===== config.mk =====
export PLATFORM = sky130hd
export DESIGN_NAME = frn_div
export DESIGN_NICKNAME = d
export VERILOG_FILES = /design/src/hw/rtl/frn_pkg.sv /design/src/hw/rtl/frn_div.sv
export SDC_FILE = /design/constraint.sdc
export NUM_CORES = 2
export LEC_CHECK = 0
export BUFFER_PORTS_ARGS = -buffer_cell sky130_fd_sc_hd__buf_2
export CORE_MARGIN = 3
export CORE_UTILIZATION = 32
export DETAILED_ROUTE_END_ITERATION = 7
export PLACE_DENSITY = 0.49
export SLEW_MARGIN = 20
export SYNTH_ARGS = -nofsm -noshare
export SYNTH_HDL_FRONTEND = slang
export SYNTH_SLANG_ARGS = --single-unit
export TNS_END_PERCENT = 20

===== constraint.sdc =====
create_clock -name clock -period 8.9 [get_ports clock]
set_input_delay 0.89 -clock clock [delete_from_list [all_inputs] [get_ports clock]]
set_output_delay 0.89 -clock clock [all_outputs]
set_load 0.02 [all_outputs]

===== src/hw/rtl/frn_pkg.sv =====
`default_nettype none
package frn_pkg;

   // Field widths on the streams
   localparam int COMP_W = 16;   // signed Q2.14 vector component
   localparam int ETA_W  = 16;   // unsigned Q4.12 index of refraction
   localparam int REFL_W = 16;   // unsigned Q1.15 reflectance

   // Internal fixed-point widths
   localparam int FRAC_W   = 28;            // Q.28 cosines and sines
   localparam int ROOT_W   = FRAC_W + 1;    // cosine or sine up to 1.0
   localparam int RAD_W    = 2 * ROOT_W;    // square root radicand
   localparam int PROD_W   = ETA_W + ROOT_W;
   localparam int DEN_W    = PROD_W + 1;
   localparam int COEF_SH  = 18;            // Q.18 coefficients
   localparam int COEF_W   = COEF_SH + 1;
   localparam int SQR_W    = 2 * COEF_W;

   localparam logic [RAD_W-1:0]  RAD_ONE  = 58'h100_0000_0000_0000;  // 1.0 in Q.56
   localparam logic [ETA_W-1:0]  ETA_ONE  = 16'd4096;                // 1.0 in Q.12
   localparam logic [REFL_W-1:0] REFL_ONE = 16'd32768;               // 1.0 in Q.15

   // Per-item values carried beside the arithmetic
   typedef struct packed {
      logic [ROOT_W-1:0] cos_i;
      logic [ETA_W-1:0]  eta_i;
      logic [ETA_W-1:0]  eta_t;
   } frn_media_type;

   typedef struct packed {
      frn_media_type media;
      logic          tir;
   } frn_snell_type;

endpackage
`default_nettype wire


===== src/hw/rtl/frn_div.sv =====
`default_nettype none
module frn_div
   import frn_pkg::*;
#(
   parameter int DIV_W  = ETA_W,
   parameter int QUO_W  = FRAC_W,
   parameter int SIDE_W = 1
)
(
   input  wire logic                   clock,
   input  wire logic                   reset,
   input  wire logic                   adv,
   input  wire logic                   in_valid,
   input  wire logic [DIV_W+QUO_W-1:0] in_num,   // must stay below in_den * 2^QUO_W
   input  wire logic [DIV_W-1:0]       in_den,
   input  wire logic [SIDE_W-1:0]      in_side,
   output logic                        out_valid,
   output logic [QUO_W-1:0]            out_quo,
   output logic [SIDE_W-1:0]           out_side
);

   localparam int W = DIV_W + QUO_W;

   logic               valid_ff [QUO_W];
   logic [W-1:0]       rem_ff   [QUO_W];
   logic [DIV_W-1:0]   den_ff   [QUO_W];
   logic [QUO_W-1:0]   quo_ff   [QUO_W];
   logic [SIDE_W-1:0]  side_ff  [QUO_W];

   // Restoring division, one quotient bit per stage from the top
   for (genvar s = 0; s < QUO_W; s++) begin : g_stage
      localparam int BIT = QUO_W - 1 - s;
      logic              valid_at;
      logic [W-1:0]      rem_at;
      logic [DIV_W-1:0]  den_at;
      logic [QUO_W-1:0]  quo_at;
      logic [SIDE_W-1:0] side_at;
      logic [W-1:0]      trial;
      logic              ge;
      logic [QUO_W-1:0]  quo_in;

      if (s == 0) begin : g_first
         assign valid_at = in_valid;
         assign rem_at   = in_num;
         assign den_at   = in_den;
         assign quo_at   = '0;
         assign side_at  = in_side;
      end else begin : g_next
         assign valid_at = valid_ff[s-1];
         assign rem_at   = rem_ff[s-1];
         assign den_at   = den_ff[s-1];
         assign quo_at   = quo_ff[s-1];
         assign side_at  = side_ff[s-1];
      end

      assign trial = {{QUO_W{1'b0}}, den_at} << BIT;
      assign ge    = (rem_at >= trial);

      always_comb begin
         quo_in      = quo_at;
         quo_in[BIT] = ge;
      end

      always_ff @(posedge clock) begin
         if (reset) begin
            valid_ff[s] <= 1'b0;
         end else if (adv) begin
            valid_ff[s] <= valid_at;
         end
      end

      always_ff @(posedge clock) begin
         if (adv) begin
            rem_ff[s]  <= ge ? (rem_at - trial) : rem_at;
            den_ff[s]  <= den_at;
            quo_ff[s]  <= quo_in;
            side_ff[s] <= side_at;
         end
      end
   end

   assign out_valid = valid_ff[QUO_W-1];
   assign out_quo   = quo_ff[QUO_W-1];
   assign out_side  = side_ff[QUO_W-1];

endmodule
`default_nettype wire


After elaboration in Yosys (flattened, before gate mapping)
Memories as Yosys holds them, arrays and structs flattened. Index checks and enable logic that the tools add are counted.

Add/subtract/negate cells: 28. $lt $le $gt $ge: 28. Mux-type cells: 62. Bitwise gates (word level): 28.

Operators with widths (count): 44-bit two-way mux (28); 44-bit by 16-bit >= comparator with 1-bit output (1); 44-bit by 17-bit >= comparator with 1-bit output (1); 44-bit by 18-bit >= comparator with 1-bit output (1); 44-bit by 19-bit >= comparator with 1-bit output (1); 44-bit by 20-bit >= comparator with 1-bit output (1); 44-bit by 21-bit >= comparator with 1-bit output (1); 44-bit by 22-bit >= comparator with 1-bit output (1); 44-bit by 23-bit >= comparator with 1-bit output (1); 44-bit by 24-bit >= comparator with 1-bit output (1); 44-bit by 25-bit >= comparator with 1-bit output (1); 44-bit by 26-bit >= comparator with 1-bit output (1); 44-bit by 27-bit >= comparator with 1-bit output (1); 44-bit by 28-bit >= comparator with 1-bit output (1); 44-bit by 29-bit >= comparator with 1-bit output (1); 44-bit by 30-bit >= comparator with 1-bit output (1); 44-bit by 31-bit >= comparator with 1-bit output (1); 44-bit by 32-bit >= comparator with 1-bit output (1); 44-bit by 33-bit >= comparator with 1-bit output (1); 44-bit by 34-bit >= comparator with 1-bit output (1); 44-bit by 35-bit >= comparator with 1-bit output (1); 44-bit by 36-bit >= comparator with 1-bit output (1); 44-bit by 37-bit >= comparator with 1-bit output (1); 44-bit by 38-bit >= comparator with 1-bit output (1); 35 further kinds (95).

Bits in registers: 0. Bits in writable memories: 2520. Output and inout port bits: 30. Logic and storage cells: 151. Memories kept: 5.

Memories: rem_ff (depth 28, width 44, rd ports 27, clocked after memory_dff 0, wr ports 28, RTL line frn_div.sv:25) `logic [W-1:0] rem_ff [QUO_W];`; quo_ff (depth 28, width 28, rd ports 28, clocked after memory_dff 0, wr ports 28, RTL line frn_div.sv:27) `logic [QUO_W-1:0] quo_ff [QUO_W];`; den_ff (depth 28, width 16, rd ports 27, clocked after memory_dff 0, wr ports 28, RTL line frn_div.sv:26) `logic [DIV_W-1:0] den_ff [QUO_W];`; side_ff (depth 28, width 1, rd ports 28, clocked after memory_dff 0, wr ports 28, RTL line frn_div.sv:28) `logic [SIDE_W-1:0] side_ff [QUO_W];`; valid_ff (depth 28, width 1, rd ports 28, clocked after memory_dff 0, wr ports 28, RTL line frn_div.sv:24) `logic valid_ff [QUO_W];`.

Depth between registers and ports, before layout
Word-level depth: 4. Depth in mapped cells: 15.

Worst setup path after synthesis
No wires, ideal clock.

Kind: input-to-reg. Start point: input port in_den[1]. End point: memory rem_ff[0][43] in the netlist's numbering, data pin. Arrival time: 3.092 ns. Required time: 8.640 ns. Path slack: 5.548 ns. Stages: 11. Cells stage by stage: inv_1 > ha_1 > nor2b_1 > o31ai_1 > a21oi_1 > a41oi_1 > o21ai_0 > a31oi_1 > clkbuf_1 > nor2_1 > mux2_2.

RTL lines: start: declaration (RTL line frn_div.sv:15) `input wire logic [DIV_W-1:0] in_den,`; end: declaration (RTL line frn_div.sv:25).

==> out/qor.csv <==
metric;value;unit
status;complete, no violations;
drt_iter0_markers;4605;
arrival;4590;ps
synth_area_per_cell;12.9;um2
relSlewSlack;0.0683;
grt_pass1_wl;350000;um
cp_common_cell;nand2_1;
rsz0062_at_grt;false;
postLayoutCellArea;0.112;mm2
dr.max_layer_used;met4;
hold_start;in_den[3];
postCtsSetupBuffers;0;
dpl.cell_count;11800;
die_w;562;um
timing.final.crit_share;0.455;
p_per_area;290;mW/mm2
pwr-share-clk;0.297;
tightest_slew;1400;ps
initial_core_util;0.322;
syn_area;0.0988;mm2
p_sw;0.0102;W
io_buffer_count;94;
cts-root-buf;clkbuf_16;
synthCells;7666;
sw_frac_of_total;0.312;
dpl.hpwl;164000;um
pwr-share-comb;0.266;
hold_viol;0;
skew;106;ps
synth.net_count;8206;
final_util;0.366;
dieHeight;562;um
ys_ff_latch;2082;
cts_tree;yes;
vias;60100;
grt_max_degree;194;
final_common_cell;edfxtp_1;
ant_nets;0;
seqCellArea;0.0625;mm2
clock_latency;900;ps
ys.flop_type;edfxtp_1;
final_cell_mix;2,082 x edfxtp_1, 589 x inv_1, 481 x nand2_1, 448 x ha_1, 443 x nor2_1;
holdCritPathClass;input pin to register;
syn2layout_area_growth;13.4;%
ys_seq_area_frac;0.633;
finalNetCount;8445;
worstPathRequired;9430;ps
cap_violations;0;
grt_pass1_vias;60000;
vias_per_cell;4.92;
met1_length;94300;um
slew_viol_final;0;
gp_congestion;0.862;
clock_path_buffers;4;
end_kind;register;
critPathBufInv;1;
worstSetupPathType;register to register;
postCtsHoldBufs;0;
p_leak;40.6;nW
num-fill-cells;29400;
core_area;0.307;mm2
yosysWarnings;0;
first_pass_iters;5;
placementRows;203;
final-setup-viol-count;0;
synth_edf_count;2082;
tns;0;ps
grt_overflow_total;0;
drive_gt1_frac;0.0832;
cp.depth;10;
drc;0;
reg2reg_depth;10;
route.met2.wl;114000;um
finalNonFillerCells;12200;
hold_depth;1;
worstPathCellList;ha_1, nand2_1, or4_1, nor4_1, nor4b_1, nor3b_2, buf_4, or4b_2, o41ai_1, nand2_1;
clock_sinks;2082;
cts_inserted_buffers;235;
wl_met3;9080;um
htreeDepth;4;
multi_input_area;0.0335;mm2
reg2reg_from;rem_ff[10][24];
die-area;0.315;mm2
max_stage_delay;720;ps
worst_path_max_delay_cell;or4b_2;
clkTransAtPathRegs;70;ps
place_area;0.104;mm2
start_kind;register;
crit_path_max_fanout;32;
antenna_found_initial;1;
wire_per_inst;18.4;um
fmax;247;MHz
startpoint;rem_ff[10][24];
ir_drop;0.196;mV
ys_async_sr_fraction;0;
fin_crit;4050;ps
ys_types;98;
power.share.sequential;0.438;
power.total;0.0325;W
drt-total-wl;224000;um
p_int;0.0224;W
cts-resized-gates;0;
io_pins;95;
path_delay_family;simple AND/OR/NAND/NOR gates;
grt_use_total;0.139;
-- state kept, by name (all words and copies together), names as in the netlist --
signal    count
den_ff      432
quo_ff      406
rem_ff     1188
side_ff      28
valid_ff     28
-- layer usage --
layer | up-vias | track usage
met4 | 0 | 0.0437
met3 | 366 | 0.0207
met2 | 1175 | 0.249
li1 | 29200 | -
met1 | 29300 | 0.171
met5 | - | 0
-- power by group through the flow --
stage	sequential (W)	clock, W	combinational (W)
2_1_floorplan	0.0138	0	0.00650
3_5_place_dp	0.0145	0	0.00862
6_report	0.0142	0.00965	0.00864
5_1_grt	0.0144	0.0104	0.00973
3_3_place_gp	0.0145	0	0.00853
4_1_cts	0.0143	0.0100	0.00868
-- through the flow --
stage,hold slack (ps),worst slack (ps)
floorplan,400,5550
global placement,401,4620
detailed placement,405,4590
CTS,74.3,4740
global route,104,4680
finish,178,4850
-- cell families (layout without fill, tap and decap cells) --
group           count (synthesis)  in the layout  synth area share
fa+ha+maj                     475            475            0.0622
compound gates               1485           1485            0.0942
xor+xnor                      652            652            0.0578
other cells                     0              1                 0
buf+inv                       733           1166            0.0284
mux                           100            100            0.0112
simple gates                 2139           2139             0.113
flops                        2082           2082             0.633
-- worst register-to-register path: cells and delay by family (launching register included) --
family / cells / cell delay (ps)
and+or+nand+nor: 7 / 2360
adders and majority gates: 1 / 450
buffers and inverters: 1 / 240
DFF: 1 / 390
AOI/OAI and AO/OA: 1 / 270
-- synthesized netlist by cell type (all sizes together), types with 80 or more instances --
| cell | instances | area (um2) |
|---|---|---|
| nor2 | 446 | 1670 |
| ha | 448 | 5610 |
| mux2 | 87 | 980 |
| xor2 | 359 | 3140 |
| a21o | 139 | 1040 |
| nand4 | 80 | 500 |
| clkbuf | 108 | 405 |
| or3 | 95 | 594 |
| o21ai | 434 | 2170 |
| nor3 | 206 | 1040 |
| inv | 592 | 2220 |
| nand2 | 483 | 1820 |
| xnor2 | 293 | 2570 |
| a21oi | 404 | 2020 |
| nand3 | 121 | 606 |
| edfxtp | 2082 | 62500 |
| nand2b | 96 | 601 |
| nor4 | 186 | 1170 |
| o21a | 85 | 638 |
-- final timing paths --
kind / end / slack, ps
setup / recovery: rem_ff[11][34] / 4850
hold / removal: den_ff[0][3] / 180
setup reg to reg: rem_ff[11][34] / 4850
hold reg to reg: den_ff[5][7] / 380
-- final cells by class --
cell class / count / area share
multi-input cells: 4851 / 0.299
flip-flops and latches: 2082 / 0.558
inverters: 593 / 0.0199
clock buffers: 282 / 0.0542
repair buffers: 142 / 0.00866
clock inverters: 149 / 0.0144
well taps: 4100 / 0.0458
diodes: 1 / 0.0000223
Note: power is estimated with default switching activity, not from simulation.
